--- src/rtl/mlfd_pkg.sv ---
package mlfd_pkg;

    localparam int unsigned MAX_FRAME_DEF = 8192;

    localparam logic [15:0] MARK_START   = 16'h3E92;
    localparam logic [15:0] MARK_END     = 16'h3EEC;
    localparam logic [16:0] EXT_OVERHEAD = 17'd10;
    localparam logic [16:0] STD_OVERHEAD = 17'd8;

    localparam logic [2:0] HDR_STD_BYTES = 3'd4;
    localparam logic [2:0] HDR_EXT_BYTES = 3'd6;

    localparam logic [1:0] KIND_PAYLOAD = 2'd0;
    localparam logic [1:0] KIND_EXT     = 2'd1;
    localparam logic [1:0] KIND_STATUS  = 2'd2;

    localparam logic [1:0] ST_OK      = 2'd0;
    localparam logic [1:0] ST_BAD_END = 2'd1;
    localparam logic [1:0] ST_BAD_LEN = 2'd2;

    localparam int unsigned TDATA_W = 32;
    localparam int unsigned TUSER_W = 2;

    typedef enum logic [2:0] {
        PH_HUNT  = 3'd0,
        PH_HEAD  = 3'd1,
        PH_PAY   = 3'd2,
        PH_EXT   = 3'd3,
        PH_TRAIL = 3'd4
    } t_phase;

    typedef struct packed {
        logic [7:0]  out_byte;
        logic [15:0] packet_id;
        logic [1:0]  item_kind;
        logic [1:0]  frame_status;
        logic        frame_end;
    } t_result;

endpackage

--- src/rtl/mlfd_parser.sv ---
module mlfd_parser
    import mlfd_pkg::*;
#(
    parameter int unsigned MAX_FRAME = MAX_FRAME_DEF
) (
    input  logic       i_clk,
    input  logic       i_rst_n,
    input  logic       i_cfg_we,
    input  logic       i_cfg_data,
    input  logic       i_accept,
    input  logic [7:0] i_rx_byte,
    output logic       o_res_valid,
    output t_result    o_res
);

    t_phase      r_phase, n_phase;
    logic [7:0]  r_prev, n_prev;
    logic [2:0]  r_hdr_cnt, n_hdr_cnt;
    logic [15:0] r_frame_len, n_frame_len;
    logic [15:0] r_id, n_id;
    logic [15:0] r_ext_len, n_ext_len;
    logic [15:0] r_seen, n_seen;
    logic        r_ext_mode;

    logic [15:0] seen_inc;
    logic [16:0] overhead;
    logic        hdr_done;
    logic        len_bad;
    logic [15:0] pay_len;

    always_comb begin
        n_phase     = r_phase;
        n_prev      = r_prev;
        n_hdr_cnt   = r_hdr_cnt;
        n_frame_len = r_frame_len;
        n_id        = r_id;
        n_ext_len   = r_ext_len;
        n_seen      = r_seen;
        o_res_valid = 1'b0;
        o_res       = '0;
        seen_inc    = r_seen + 16'd1;
        overhead    = STD_OVERHEAD;
        hdr_done    = 1'b0;
        len_bad     = 1'b0;
        pay_len     = '0;

        case (r_phase)
            PH_HEAD: begin
                case (r_hdr_cnt)
                    3'd0: n_frame_len = {8'h00, i_rx_byte};
                    3'd1: n_frame_len[15:8] = i_rx_byte;
                    3'd2: n_id = {8'h00, i_rx_byte};
                    3'd3: n_id[15:8] = i_rx_byte;
                    3'd4: n_ext_len = {8'h00, i_rx_byte};
                    default: n_ext_len[15:8] = i_rx_byte;
                endcase
                n_hdr_cnt = r_hdr_cnt + 3'd1;
                hdr_done  = n_hdr_cnt >= (r_ext_mode ? HDR_EXT_BYTES : HDR_STD_BYTES);
                if (!r_ext_mode) begin
                    n_ext_len = '0;
                end
                overhead = r_ext_mode ? ({1'b0, n_ext_len} + EXT_OVERHEAD) : STD_OVERHEAD;
                len_bad  = r_ext_mode ? ({1'b0, n_frame_len} <= overhead)
                                      : ({1'b0, n_frame_len} < overhead);
                if (n_frame_len > 16'(MAX_FRAME)) begin
                    len_bad = 1'b1;
                end
                pay_len = n_frame_len - overhead[15:0];
                if (!hdr_done) begin
                    if (!r_ext_mode) begin
                        n_ext_len = r_hdr_cnt == 3'd4 ? {8'h00, i_rx_byte} : r_ext_len;
                    end
                end else if (len_bad) begin
                    o_res_valid        = 1'b1;
                    o_res.packet_id    = n_id;
                    o_res.item_kind    = KIND_STATUS;
                    o_res.frame_status = ST_BAD_LEN;
                    o_res.frame_end    = 1'b1;
                    n_phase   = PH_HUNT;
                    n_prev    = '0;
                    n_hdr_cnt = '0;
                    n_seen    = '0;
                end else begin
                    n_frame_len = pay_len;
                    n_seen      = '0;
                    if (pay_len != 16'd0) begin
                        n_phase = PH_PAY;
                    end else if (n_ext_len != 16'd0) begin
                        n_phase = PH_EXT;
                    end else begin
                        n_phase = PH_TRAIL;
                    end
                end
            end
            PH_PAY: begin
                o_res_valid     = 1'b1;
                o_res.out_byte  = i_rx_byte;
                o_res.packet_id = r_id;
                o_res.item_kind = KIND_PAYLOAD;
                n_seen = seen_inc;
                if (seen_inc >= r_frame_len) begin
                    n_seen  = '0;
                    n_phase = (r_ext_len != 16'd0) ? PH_EXT : PH_TRAIL;
                end
            end
            PH_EXT: begin
                o_res_valid     = 1'b1;
                o_res.out_byte  = i_rx_byte;
                o_res.packet_id = r_id;
                o_res.item_kind = KIND_EXT;
                n_seen = seen_inc;
                if (seen_inc >= r_ext_len) begin
                    n_seen  = '0;
                    n_phase = PH_TRAIL;
                end
            end
            PH_TRAIL: begin
                if (r_seen == 16'd0) begin
                    n_prev = i_rx_byte;
                    n_seen = 16'd1;
                end else begin
                    o_res_valid        = 1'b1;
                    o_res.packet_id    = r_id;
                    o_res.item_kind    = KIND_STATUS;
                    o_res.frame_status = ({i_rx_byte, r_prev} == MARK_END) ? ST_OK : ST_BAD_END;
                    o_res.frame_end    = 1'b1;
                    n_phase   = PH_HUNT;
                    n_prev    = '0;
                    n_hdr_cnt = '0;
                    n_seen    = '0;
                end
            end
            default: begin
                if ({i_rx_byte, r_prev} == MARK_START) begin
                    n_phase     = PH_HEAD;
                    n_hdr_cnt   = '0;
                    n_frame_len = '0;
                    n_id        = '0;
                    n_ext_len   = '0;
                    n_seen      = '0;
                    n_prev      = '0;
                end else begin
                    n_phase = PH_HUNT;
                    n_prev  = i_rx_byte;
                end
            end
        endcase

        if (!i_accept) begin
            o_res_valid = 1'b0;
        end
    end

    always_ff @(posedge i_clk) begin
        if (!i_rst_n) begin
            r_phase     <= PH_HUNT;
            r_prev      <= '0;
            r_hdr_cnt   <= '0;
            r_frame_len <= '0;
            r_id        <= '0;
            r_ext_len   <= '0;
            r_seen      <= '0;
            r_ext_mode  <= 1'b0;
        end else begin
            if (i_accept) begin
                r_phase     <= n_phase;
                r_prev      <= n_prev;
                r_hdr_cnt   <= n_hdr_cnt;
                r_frame_len <= n_frame_len;
                r_id        <= n_id;
                r_ext_len   <= n_ext_len;
                r_seen      <= n_seen;
            end
            if (i_cfg_we) begin
                r_ext_mode <= i_cfg_data;
            end
        end
    end

    a_hdr_cnt_range: assert property (@(posedge i_clk) disable iff (!i_rst_n)
        r_hdr_cnt <= HDR_EXT_BYTES)
        else $error("header count out of range");

    a_status_to_hunt: assert property (@(posedge i_clk) disable iff (!i_rst_n)
        (o_res_valid && o_res.item_kind == KIND_STATUS) |=> r_phase == PH_HUNT)
        else $error("status item not followed by hunting");

    a_pay_count: assert property (@(posedge i_clk) disable iff (!i_rst_n)
        r_phase == PH_PAY |-> r_seen < r_frame_len)
        else $error("payload count past section length");

endmodule

--- src/rtl/mlfd_out_skid.sv ---
module mlfd_out_skid
    import mlfd_pkg::*;
(
    input  logic    i_clk,
    input  logic    i_rst_n,
    input  logic    i_push,
    input  t_result i_data,
    output logic    o_ready,
    output logic    o_valid,
    input  logic    i_ready,
    output t_result o_data
);

    logic    r_valid;
    logic    r_sk_valid;
    t_result r_data;
    t_result r_sk_data;
    logic    pop;

    assign pop     = r_valid && i_ready;
    assign o_ready = !r_sk_valid;
    assign o_valid = r_valid;
    assign o_data  = r_data;

    always_ff @(posedge i_clk) begin
        if (!i_rst_n) begin
            r_valid    <= 1'b0;
            r_sk_valid <= 1'b0;
        end else if (pop) begin
            if (r_sk_valid) begin
                r_data     <= r_sk_data;
                r_sk_valid <= 1'b0;
            end else if (i_push) begin
                r_data <= i_data;
            end else begin
                r_valid <= 1'b0;
            end
        end else if (i_push) begin
            if (!r_valid) begin
                r_data  <= i_data;
                r_valid <= 1'b1;
            end else begin
                r_sk_data  <= i_data;
                r_sk_valid <= 1'b1;
            end
        end
    end

    a_spare_needs_main: assert property (@(posedge i_clk) disable iff (!i_rst_n)
        r_sk_valid |-> r_valid)
        else $error("spare entry held without main entry");

    a_no_overflow: assert property (@(posedge i_clk) disable iff (!i_rst_n)
        r_sk_valid |-> !i_push)
        else $error("transfer pushed into full buffer");

endmodule

--- src/rtl/marker_length_frame_deframer.sv ---
// Channel   Direction  Handshake                  Payload
// s         in         i_s_tvalid / o_s_tready    i_s_tdata: rx_byte
// m         out        o_m_tvalid / i_m_tready    o_m_tdata, o_m_tuser, o_m_tlast
// cfg       in         i_cfg_valid / o_cfg_ready  i_cfg_data: extended_mode
//
// One byte per cycle while the output buffer has room; each byte is decoded in the cycle it is taken.
// A result is registered in the output buffer before it reaches o_m.
// i_rst_n is synchronous: hunting for the start marker, normal header mode.
// A two-entry output buffer keeps o_s_tready high while o_m stalls, until its spare entry is full.
module marker_length_frame_deframer
    import mlfd_pkg::*;
#(
    parameter int unsigned MAX_FRAME = MAX_FRAME_DEF
) (
    input  logic               i_clk,
    input  logic               i_rst_n,
    input  logic               i_s_tvalid,
    output logic               o_s_tready,
    input  logic [7:0]         i_s_tdata,   // [7:0] rx_byte
    output logic               o_m_tvalid,
    input  logic               i_m_tready,
    output logic [TDATA_W-1:0] o_m_tdata,   // [7:0] out_byte, [23:8] packet_id,
                                            // [25:24] frame_status, [31:26] zero
    output logic [TUSER_W-1:0] o_m_tuser,   // [1:0] item_kind
    output logic               o_m_tlast,
    input  logic               i_cfg_valid,
    output logic               o_cfg_ready,
    input  logic               i_cfg_data
);

    logic    accept;
    logic    res_valid;
    t_result res;
    t_result out_res;

    assign accept      = i_s_tvalid && o_s_tready;
    assign o_cfg_ready = 1'b1;

    mlfd_parser #(
        .MAX_FRAME (MAX_FRAME)
    ) u_parser (
        .i_clk       (i_clk),
        .i_rst_n     (i_rst_n),
        .i_cfg_we    (i_cfg_valid),
        .i_cfg_data  (i_cfg_data),
        .i_accept    (accept),
        .i_rx_byte   (i_s_tdata),
        .o_res_valid (res_valid),
        .o_res       (res)
    );

    mlfd_out_skid u_out (
        .i_clk   (i_clk),
        .i_rst_n (i_rst_n),
        .i_push  (res_valid),
        .i_data  (res),
        .o_ready (o_s_tready),
        .o_valid (o_m_tvalid),
        .i_ready (i_m_tready),
        .o_data  (out_res)
    );

    assign o_m_tdata = {6'd0, out_res.frame_status, out_res.packet_id, out_res.out_byte};
    assign o_m_tuser = out_res.item_kind;
    assign o_m_tlast = out_res.frame_end;

endmodule

--- config.mk ---
export PLATFORM = sky130hd
export DESIGN_NAME = marker_length_frame_deframer
export DESIGN_NICKNAME = d
export VERILOG_FILES = /design/src/rtl/mlfd_pkg.sv /design/src/rtl/mlfd_parser.sv /design/src/rtl/mlfd_out_skid.sv /design/src/rtl/marker_length_frame_deframer.sv
export SDC_FILE = /design/constraint.sdc
export NUM_CORES = 1
export LEC_CHECK = 0
export ABC_CLOCK_PERIOD_IN_PS = 7000
export BUFFER_PORTS_ARGS = -buffer_cell sky130_fd_sc_hd__buf_4
export CORE_MARGIN = 3
export CORE_UTILIZATION = 56
export DETAILED_ROUTE_END_ITERATION = 6
export GPL_TIMING_DRIVEN = 0
export HOLD_SLACK_MARGIN = 0.03
export PLACE_DENSITY = 0.76
export SLEW_MARGIN = 10
export SYNTH_ARGS = -nofsm -noshare
export SYNTH_HDL_FRONTEND = slang
export SYNTH_HIERARCHICAL = 1
export SYNTH_SLANG_ARGS = --single-unit
--- constraint.sdc ---
create_clock -name i_clk -period 7 [get_ports i_clk]
set_input_delay 1.05 -clock i_clk [delete_from_list [all_inputs] [get_ports i_clk]]
set_output_delay 1.05 -clock i_clk [all_outputs]
set_load 0.03 [all_outputs]
==> results of run 1 <==
-- report_power, final --
part	switching (mW)	internal (mW)
clock	0.387	0.538
combinational	0.0669	0.0335
sequential	0.00214	0.840
total	0.456	1.41
-- repair_timing --
item	CTS	global route
setup buffers	0	4
setup endpoints to repair	0	58
resized for setup	0	3
-- cell usage in the layout (no fill, tap or decap), types with 5 or more instances in the layout --
master,n
nand2b_1,6
o22ai_1,6
a221oi_1,5
clkbuf_1,43
conb_1,7
nor2b_1,25
nor4_1,12
mux2_4,11
o211a_1,15
a21boi_0,11
mux2i_1,29
a31oi_1,5
a22o_1,18
nand3_1,24
nor2_1,68
o21ai_0,56
and3_1,14
a21o_1,11
dfxtp_1,81
nand2_1,124
a21oi_1,43
edfxtp_1,58
mux2_2,20
buf_2,8
xnor2_1,16
inv_1,49
o21a_1,8
xor2_1,17
a22oi_1,16
clkbuf_16,17
a211oi_1,18
nor3_1,18
nand4_1,9
o211ai_1,12
inv_6,6
ha_1,57
o21ai_1,6
buf_4,55
and2_1,27
-- registers in the layout, indices dropped and copies added, names as in the netlist --
register              flops
u_parser/r_frame_len     16
u_out/r_sk_data          29
u_parser/r_seen          16
u_out/r_sk_valid          1
u_out/o_data             29
u_parser/r_id            16
u_parser/r_prev           8
u_parser/r_hdr_cnt        3
u_parser/r_ext_mode       1
u_out/o_valid             1
u_parser/r_ext_len       16
u_parser/r_phase          3
-- worst max path at each step --
stage                     startpoint             endpoint  slack, ns  depth (start not counted)
2_1_floorplan           i_s_tdata[1]      u_out/o_data[0]       0.71                         19
3_3_place_gp            i_s_tdata[0]     u_out/o_data[23]      -0.89                         21
3_5_place_dp            i_s_tdata[0]     u_out/o_data[23]       0.03                         22
4_1_cts        u_parser/r_hdr_cnt[1]     u_out/o_data[27]       0.06                         23
5_1_grt        u_parser/r_hdr_cnt[1]  u_out/r_sk_data[23]       0.03                         25
6_report       u_parser/r_hdr_cnt[1]  u_out/r_sk_data[14]       0.31                         24
-- cells by family (layout without fill, tap and decap cells) --
group | after synthesis | after routing | synth area share [%]
other cells | 2 | 7 | 0.08125
fa+ha+maj | 58 | 58 | 7.933
buf+inv | 113 | 195 | 5.266
compound gates | 267 | 267 | 20.17
xor+xnor | 33 | 33 | 3.127
mux | 60 | 60 | 7.364
simple gates | 363 | 363 | 19.67
flops | 139 | 139 | 36.39
-- critical path, stage by stage, from the launching register on --
cell      delay [ns]
dfxtp_1         0.53
inv_1           0.14
ha_1            0.32
clkbuf_1        0.25
a21boi_0        0.43
o221ai_1        0.28
a211oi_2        0.52
nand3_1         0.21
nor2b_1         0.24
nand2_1         0.10
xnor2_1         0.15
nand2_1         0.08
ha_1            0.30
clkbuf_1        0.19
and2_1          0.20
a221o_1         0.40
nor4_4          0.50
o21a_1          0.24
buf_2           0.25
a211oi_1        0.11
nor2_1          0.26
nand2_1         0.14
nor3_4          0.21
buf_12          0.14
buf_8           0.18
-- stage by stage --
stage	hold slack (ns)	cells	cell area (sq um)
after floorplan	0.4297	1040	9266
after global placement	0.4424	1300	9867
after detailed placement	0.4603	1302	9906
after CTS	0.4697	1334	10510
after global routing	0.4868	1338	10570
final	0.4714	1338	10570
-- layer usage --
| metal | up-vias | part of all wire, % | track usage [%] |
|---|---|---|---|
| met5 | - | 0 | 0 |
| met2 | 444 | 46 | 44.66 |
| met4 | 0 | 4.1 | 11.76 |
| li1 | 3927 | - | - |
| met3 | 85 | 8.8 | 5.365 |
| met1 | 3884 | 41 | 35.92 |
-- cell type report --
class,instances,area (sq um),area share [%]
tap,216,270.3,2.557
multi-input combinational,788,5444,51.52
timing repair buffer,50,402.9,3.812
sequential,139,3363,31.83
buffer,64,302.8,2.865
clock inverter,15,175.2,1.658
inverter,49,183.9,1.740
clock buffer,17,425.4,4.026
==> out/qor.txt, run 1 <==
slew margin rel. -> 43.20%
sequential element share of the synthesized area -> 36.39%
Placer Congestion -> 0.9814
synth unique cells -> 79
Mean Syn Cell Area -> 8.930 sq um
Pwr Total -> 1.867 mW
total routed wirelength -> 25.03 mm
grt ovf -> 0
WHS Endpoint -> u_parser/r_prev[4]
setup slack, reg-to-reg -> 0.31 ns
die width -> 134.5 um
r2r startpoint -> u_parser/r_hdr_cnt[1]
antenna-violating nets left -> 0
maxcap violations -> 0
Hold Crit Depth -> 2
count of final setup violators -> 0
final core utilization -> 66.05%
setup_tns -> 0 ns
CP Launch Type -> flip-flop
layout cells sized above 1 -> 13.81%
# fillers -> 1,362
Initial Util -> 57.77%
initial antenna violation count -> 1
H-tree Lvls -> 4
CTS Root Cell -> clkbuf_16
top cells by area, synth -> edfxtp_1, dfxtp_1, ha_1
gr usage total -> 27.47%
status -> completed
list of most frequent post-synthesis cells -> nand2_1, dfxtp_1, nor2_1, edfxtp_1, ha_1
I/O Buffers -> 44
CTS tree -> done
path depth of the worst reg2reg path -> 24
cts bufs inserted -> 17
Synth Instances -> 1,035
f_max -> 149.4 MHz
fin crit share -> 95.59%
post-DP HPWL -> 18.16 mm
largest net degree at the start of global routing -> 22
EDFF count, synth -> 58
Static Leak -> 4.296 nW
Antenna Cells -> 0
CP arrival -> 6.82 ns
area leader, netlist -> edfxtp_1
post-synthesis cell area -> 0.009243 sq mm
HP Start -> u_parser/r_prev[4]
final hold violation count -> 0
drt first-iter violations -> 1,013
Skew-Pair Late Insertion Delay -> 0.43 ns
Residual DRC -> 0
pwr/cell area -> 176.7 mW/mm^2
WP data required -> 7.13 ns
Final nets -> 1,181
Crit Path Max Fanout -> 21
RSZ-0062 raised after global routing -> no
wire per inst -> 18.71 um
crit end category -> flip-flop
Max Buffers Root-to-Sink -> 2
DP Worst Slack -> 0.02564 ns
Setup WS post-layout -> 0.3084 ns
DR pass1 iterations -> 6
Worst-Margin Slew -> 0.8520 ns
Post-synth top flop -> dfxtp_1
worst min path class -> flip-flop to flip-flop
I/O pin count -> 52
most frequent cell after synthesis -> nand2_1
peak supply drop -> 180.2 uV
vias per inst -> 6.233
first-pass GRT wire length -> 39.41 mm
row cnt -> 46
P&R area growth vs syn -> 14.34%
count of final max-slew check failures -> 0
Worst R2R End -> u_out/r_sk_data[14]
Tmin final -> 6.692 ns
Hold Buf Count CTS -> 0
Die Area -> 0.01808 sq mm
chip height -> 134.5 um
clk_skew -> 0.01417 ns
async set-reset flop share out of synthesis -> 0%
Setup CP Type -> flip-flop to flip-flop
CTS sink cnt -> 139
via count -> 8,340
Core Footprint -> 0.01600 sq mm
Clock Pin Slew Worst Setup and Hold Paths -> 0.06 ns
share of the synthesized area in the top cell type -> 18.84%
vias in the first global route -> 7,577
Seq cells post-synth -> 139
Synth warnings -> 6
Power figures use the tool's default switching activity.
==> inputs of run 2 (changes only) <==
--- a/config.mk
+++ b/config.mk
@@ -5,9 +5,10 @@
 export SDC_FILE = /design/constraint.sdc
 export NUM_CORES = 1
 export LEC_CHECK = 0
-export ABC_CLOCK_PERIOD_IN_PS = 7000
+export ABC_CLOCK_PERIOD_IN_PS = 5900
 export BUFFER_PORTS_ARGS = -buffer_cell sky130_fd_sc_hd__buf_4
-export CORE_MARGIN = 3
+export CAP_MARGIN = 20
+export CORE_MARGIN = 8
 export CORE_UTILIZATION = 56
 export DETAILED_ROUTE_END_ITERATION = 6
 export GPL_TIMING_DRIVEN = 0
==> constraint.sdc (replaced) <==
create_clock -name i_clk -period 5.9 [get_ports i_clk]
set_input_delay 0.885 -clock i_clk [delete_from_list [all_inputs] [get_ports i_clk]]
set_output_delay 0.885 -clock i_clk [all_outputs]
set_load 0.03 [all_outputs]
==> out/qor.txt, run 2 (synthesized netlist as in run 1, its figures left out) <==
chip height -> 144.5 um (+7.4%)
Switching Fraction -> 24.51% (+0.10 points)
I/O pin count -> 52 (unchanged)
first-pass GRT wire length -> 40.24 mm (+2.1%)
I/O Buffers -> 44 (unchanged)
Tmin final -> 5.645 ns (-1.047 ns)
slew margin rel. -> 40.98% (-2.2 points)
maxcap violations -> 0 (unchanged)
post-DP HPWL -> 18.61 mm (+2.5%)
final hold violation count -> 0 (unchanged)
Clock Pin Slew Worst Setup and Hold Paths -> 0.07 ns (about the same)
worst min path class -> flip-flop to flip-flop
wire per inst -> 19.06 um (+1.9%)
internal power -> 1.630 mW (+15%)
Final nets -> 1,188 (+0.59%)
vias per inst -> 6.208 (-0.41%)
Hold Crit Depth -> 2 (unchanged)
Setup CP Type -> flip-flop to flip-flop
Skew-Pair Late Insertion Delay -> 0.42 ns (about the same)
Core Footprint -> 0.01635 sq mm (+2.2%)
Pwr Total -> 2.159 mW (+16%)
CTS tree -> done
RSZ-0062 raised after global routing -> no
final instance area -> 0.01064 sq mm (+0.69%)
Clock power frac -> 48.1% (-1.4 points)
Max Buffers Root-to-Sink -> 2 (unchanged)
largest net degree at the start of global routing -> 21 (-4.5%)
via count -> 8,374 (+0.41%)
CP arrival -> 5.77 ns (-1.05 ns)
row cnt -> 47 (+2.2%)
final hold slack -> 0.4686 ns (-0.002756 ns)
# fillers -> 1,377 (+1.1%)
grt ovf -> 0 (unchanged)
count of final max-slew check failures -> 0 (unchanged)
die width -> 144.5 um (+7.4%)
P&R area growth vs syn -> 15.12%
Die Area -> 0.02087 sq mm (+15%)
CP Launch Type -> flip-flop
initial antenna violation count -> 0 (-1)
gr usage total -> 24.89% (-2.6 points)
vias in the first global route -> 7,803 (+3.0%)
cts bufs inserted -> 17 (unchanged)
setup_tns -> 0 ns (unchanged)
final core utilization -> 65.09% (-0.96 points)
Crit Path Max Fanout -> 20 (-4.8%)
clk_skew -> 0.01033 ns (-0.003842 ns)
CTS Root Cell -> clkbuf_16
Antenna Cells -> 0 (unchanged)
layout cells sized above 1 -> 15.32% (+1.5 points)
crit end category -> flip-flop
WP data required -> 6.02 ns (-1.11 ns)
Residual DRC -> 0 (unchanged)
Initial Util -> 56.54% (-1.2 points)
DP Area -> 0.009911 sq mm (about the same)
count of final setup violators -> 0 (unchanged)
path depth of the worst reg2reg path -> 22 (-8.3%)
status -> completed
Psw -> 529.1 uW (+16%)
peak supply drop -> 190.7 uV (+5.8%)
most frequent cells in the layout -> nand2_1, dfxtp_1, nor2_1
antenna-violating nets left -> 0 (unchanged)
DR pass1 iterations -> 5 (-1)
pwr/cell area -> 202.9 mW/mm^2 (+15%)
Worst-Margin Slew -> 0.8853 ns (+0.03329 ns)
fin crit share -> 95.67% (about the same)
H-tree Lvls -> 4 (unchanged)
CTS sink cnt -> 139 (unchanged)
total routed wirelength -> 25.71 mm (+2.7%)
Seq pwr share -> 46.3% (+1.2 points)
commonest non-fill, non-tap cell in the layout -> nand2_1
Placer Congestion -> 0.9641 (-1.8%)
Static Leak -> 4.334 nW (+0.87%)
f_max -> 177.2 MHz (+19%)
share of total power in combinational logic -> 5.7% (+0.3 points)
drt first-iter violations -> 905 (-11%)
-- run 2: final cells by class --
class | count | area (sq um) | area share (%)
inverters | 49 | 183.9 | 1.729
clock buffers | 19 | 432.9 | 4.069
clock inverters | 13 | 133.9 | 1.258
multi-input cells | 788 | 5493 | 51.62
well taps | 220 | 275.3 | 2.587
plain buffers | 63 | 306.5 | 2.881
repair buffers | 58 | 450.4 | 4.233
flip-flops and latches | 139 | 3364 | 31.62
-- run 2: final timing paths --
check / from / endpoint / slack [ns]
hold reg to reg: u_parser/r_prev[0] / u_parser/r_prev[0] / 0.47
setup reg to reg: u_parser/r_hdr_cnt[1] / u_out/r_sk_data[26] / 0.26
setup / recovery: u_parser/r_hdr_cnt[1] / u_out/r_sk_data[26] / 0.26
hold / removal: u_parser/r_prev[0] / u_parser/r_prev[0] / 0.47
-- run 2: worst max-delay path, cell delays in order, from the launching register on --
cell and delay [ns]:
dfxtp_2 0.43, inv_1 0.11, ha_2 0.24, clkbuf_2 0.20
a21boi_0 0.31, o21ai_0 0.27, a211oi_2 0.36, buf_4 0.20
a21oi_1 0.08, a211o_1 0.32, ha_1 0.37, nand2_1 0.12
nor2_1 0.05, a211oi_2 0.36, a21oi_1 0.19, nor4_4 0.33
o21a_1 0.20, clkbuf_4 0.23, a211oi_1 0.11, nor2_1 0.23
nand2_1 0.13, nor3_4 0.26, buf_8 0.23
-- run 2: per-stage QoR --
| stage | instances | setup WS [ns] |
|---|---|---|
| after floorplan | 1040 | 0.1423 |
| after global placement | 1304 | -1.223 |
| after detailed placement | 1306 | -0.8977 |
| after CTS | 1343 | 0.005280 |
| after global routing | 1349 | 0.0002722 |
| final | 1349 | 0.2553 |
-- run 2: timing repair --
action | CTS | global route
hold buffers | 0 | 0
setup endpoints to repair | 75 | 86
pin swaps | 4 | 5
buffers inserted | 5 | 7
gates resized for setup | 8 | 17
-- run 2: power by group through the flow --
stage          sequential, mW  combinational (mW)  clock [mW]
2_1_floorplan            1.02              0.0768           0
3_3_place_gp             1.02               0.113           0
3_5_place_dp             1.02               0.114           0
4_1_cts                 0.999               0.117        1.05
5_1_grt                 0.999               0.130        1.09
6_report                0.999               0.122        1.04
-- run 2: routing by layer --
| metal | part of all wire, % | vias up | GRT usage [%] |
|---|---|---|---|
| met2 | 47 | 415 | 41.07 |
| met3 | 8.9 | 66 | 4.919 |
| met4 | 3.7 | 0 | 11.66 |
| met1 | 40 | 3948 | 30.70 |
| met5 | 0 | - | 0 |
| li1 | - | 3945 | - |
==> inputs of run 3 (changes only) <==
--- a/config.mk
+++ b/config.mk
@@ -9,11 +9,12 @@
 export BUFFER_PORTS_ARGS = -buffer_cell sky130_fd_sc_hd__buf_4
 export CAP_MARGIN = 20
 export CORE_MARGIN = 8
-export CORE_UTILIZATION = 56
+export CORE_UTILIZATION = 58
+export CTS_BUF_LIST = sky130_fd_sc_hd__clkbuf_4
 export DETAILED_ROUTE_END_ITERATION = 6
 export GPL_TIMING_DRIVEN = 0
 export HOLD_SLACK_MARGIN = 0.03
-export PLACE_DENSITY = 0.76
+export PLACE_DENSITY = 0.78
 export SLEW_MARGIN = 10
 export SYNTH_ARGS = -nofsm -noshare
 export SYNTH_HDL_FRONTEND = slang
==> out/qor.txt, run 3 (synthesized netlist as in run 1, its figures left out) <==
CP arrival -> 5.96 ns (+0.19 ns)
die width -> 142.2 um (-1.5%)
clk_skew -> 0.02151 ns (+0.01118 ns)
cts bufs inserted -> 17 (unchanged)
setup_tns -> 0 ns (unchanged)
via count -> 8,229 (-1.7%)
wire per inst -> 18.52 um (-2.9%)
Setup CP Type -> flip-flop to flip-flop
final hold violation count -> 0 (unchanged)
crit path cell chain -> inv_1 -> ha_2 -> clkbuf_1 -> a21boi_0 -> o21ai_0 -> a211oi_2 -> buf_4 -> buf_4 -> xor2_1 -> ha_1 -> a21oi_1 -> nor2_1 -> a211oi_2 -> a21oi_1 -> nor4_4 -> o21a_1 -> clkbuf_4 -> a211oi_1 -> nor2_1 -> nand2_1 -> nor3_4 -> buf_8
Initial Util -> 58.82% (+2.3 points)
path depth of the worst reg2reg path -> 22 (unchanged)
f_max -> 175.2 MHz (-1.1%)
Worst R2R End -> u_out/r_sk_data[23]
total routed wirelength -> 24.83 mm (-3.4%)
Antenna Cells -> 0 (unchanged)
vias per inst -> 6.136 (-1.1%)
Residual DRC -> 0 (unchanged)
maxcap violations -> 0 (unchanged)
Final nets -> 1,184 (-0.34%)
CTS Root Cell -> clkbuf_4
WP buf/inv -> 6 (+1)
chip height -> 142.2 um (-1.5%)
peak supply drop -> 97.58 uV (-49%)
I/O pin count -> 52 (unchanged)
H-tree Lvls -> 4 (unchanged)
CTS tree -> done
Worst-Margin Slew -> 0.8258 ns (-0.05941 ns)
Tmin final -> 5.708 ns (+0.06316 ns)
slew margin rel. -> 44.94% (+4.0 points)
crit end category -> flip-flop
worst min path class -> flip-flop to flip-flop
first-pass GRT wire length -> 39.54 mm (-1.7%)
setup slack, reg-to-reg -> 0.19 ns (-0.06 ns)
Pwr Total -> 1.746 mW (-19%)
drt first-iter violations -> 736 (-19%)
Skew-Pair Late Insertion Delay -> 0.55 ns (+0.13 ns)
Hold Crit Depth -> 2 (unchanged)
final core utilization -> 65.68% (+0.59 points)
P&R area growth vs syn -> 11.66%
fin cells -> 1,341 (-0.59%)
WHS Endpoint -> u_parser/r_prev[0]
grt ovf -> 0 (unchanged)
initial antenna violation count -> 0 (unchanged)
pwr/cell area -> 169.1 mW/mm^2 (-17%)
dpl cells -> 1,302 (-0.31%)
layout cells sized above 1 -> 14.93% (-0.39 points)
HP Start -> u_parser/r_prev[0]
r2r startpoint -> u_parser/r_hdr_cnt[1]
row cnt -> 46 (-2.1%)
I/O Buffers -> 44 (unchanged)
Crit Path Max Fanout -> 20 (unchanged)
largest net degree at the start of global routing -> 21 (unchanged)
CP Launch Type -> flip-flop
CTS sink cnt -> 139 (unchanged)
final hold slack -> 0.4776 ns (+0.008966 ns)
most frequent cells in the layout -> nand2_1, dfxtp_1, nor2_1
Max Buffers Root-to-Sink -> 2 (unchanged)
CP max-delay cell -> dfxtp_2
fin crit share -> 96.74% (+1.1 points)
Critical Path Max Stage Delay -> 0.44 ns (about the same)
Core Footprint -> 0.01571 sq mm (-3.9%)
WP data required -> 6.15 ns (+0.13 ns)
Static Leak -> 4.187 nW (-3.4%)
count of final setup violators -> 0 (unchanged)
status -> completed
Die Area -> 0.02023 sq mm (-3.1%)
gr usage total -> 24.67% (-0.22 points)
Hold Buf Count CTS -> 0 (unchanged)
count of final max-slew check failures -> 0 (unchanged)
cell family with most CP delay -> compound AO/OA/AOI/OAI gates
Placer Congestion -> 0.9829 (+2.0%)
commonest non-fill, non-tap cell in the layout -> nand2_1
post-DP HPWL -> 18.62 mm (about the same)
antenna-violating nets left -> 0 (unchanged)
vias in the first global route -> 7,560 (-3.1%)
Clock Pin Slew Worst Setup and Hold Paths -> 0.12 ns (+0.05 ns)
DR pass1 iterations -> 5 (unchanged)
[run 3: cell types whose count changed in the layout (fill, tap and decap cells not counted), moves of 3 or more]
cell / delta
clkbuf_16: -17
buf_4: -4
clkbuf_4: +19
inv_6: -3
[run 3: where the power goes]
| part | leakage [nW] | total (mW) | switching (mW) | internal [mW] |
|---|---|---|---|---|
| registers | 1.24 | 0.999 | 0.00250 | 0.996 |
| clock network | 0.144 | 0.627 | 0.364 | 0.263 |
| logic | 2.80 | 0.120 | 0.0794 | 0.0408 |
[run 3: cell type report]
class                   count  area (sq um)
plain buffers              63         305.3
clock buffers              19         142.6
clock inverters            13         142.6
fillers                  1320          5393
inverters                  49         183.9
multi-input cells         788          5490
flip-flops and latches    139          3364
well taps                 216         270.3
repair buffers             54         420.4
[run 3: worst register-to-register path: cells and delay by family, from the launching register on]
kind            cells  cell delay (ns)
compound gates      8             1.96
simple gates        5             1.10
fa+ha+maj           2             0.58
xor+xnor            1             0.23
buf+inv             6             1.10
flops               1             0.44
[run 3: worst max-delay path by stage]
stage | from | endpoint | slack (ns) | depth (start not counted)
floorplan | u_parser/r_hdr_cnt[1] | u_out/o_data[0] | 0.14 | 22
global placement | u_parser/r_hdr_cnt[1] | u_out/r_sk_data[19] | -1.22 | 22
detailed placement | u_parser/r_hdr_cnt[1] | u_out/r_sk_data[20] | -0.82 | 23
CTS | u_parser/r_hdr_cnt[1] | u_out/o_data[5] | 0.04 | 26
global route | u_parser/r_hdr_cnt[0] | u_out/r_sk_data[14] | -0.05 | 24
finish | u_parser/r_hdr_cnt[1] | u_out/r_sk_data[23] | 0.19 | 22
[run 3: routing by layer]
metal	part of all wire [%]	track usage [%]
met4	3.1	10.12
met5	0	0
met2	47	39.64
met1	42	31.53
met3	8.4	5.334
[run 3: stage by stage]
step / instance area (sq um) / setup WS, ns
after floorplan: 9275 / 0.1423
after global placement: 9876 / -1.225
after detailed placement: 9906 / -0.8217
after CTS: 10270 / 0.03816
after global routing: 10320 / -0.05215
final: 10320 / 0.1921
[run 3: what timing repair did]
item                       4_1_cts  5_1_grt
hold endpoints to repair         0        0
setup endpoints to repair       75       66
buffers inserted                 6        2
gates resized for setup          8       12
gates cloned                     0        0
pin swaps                        3        3
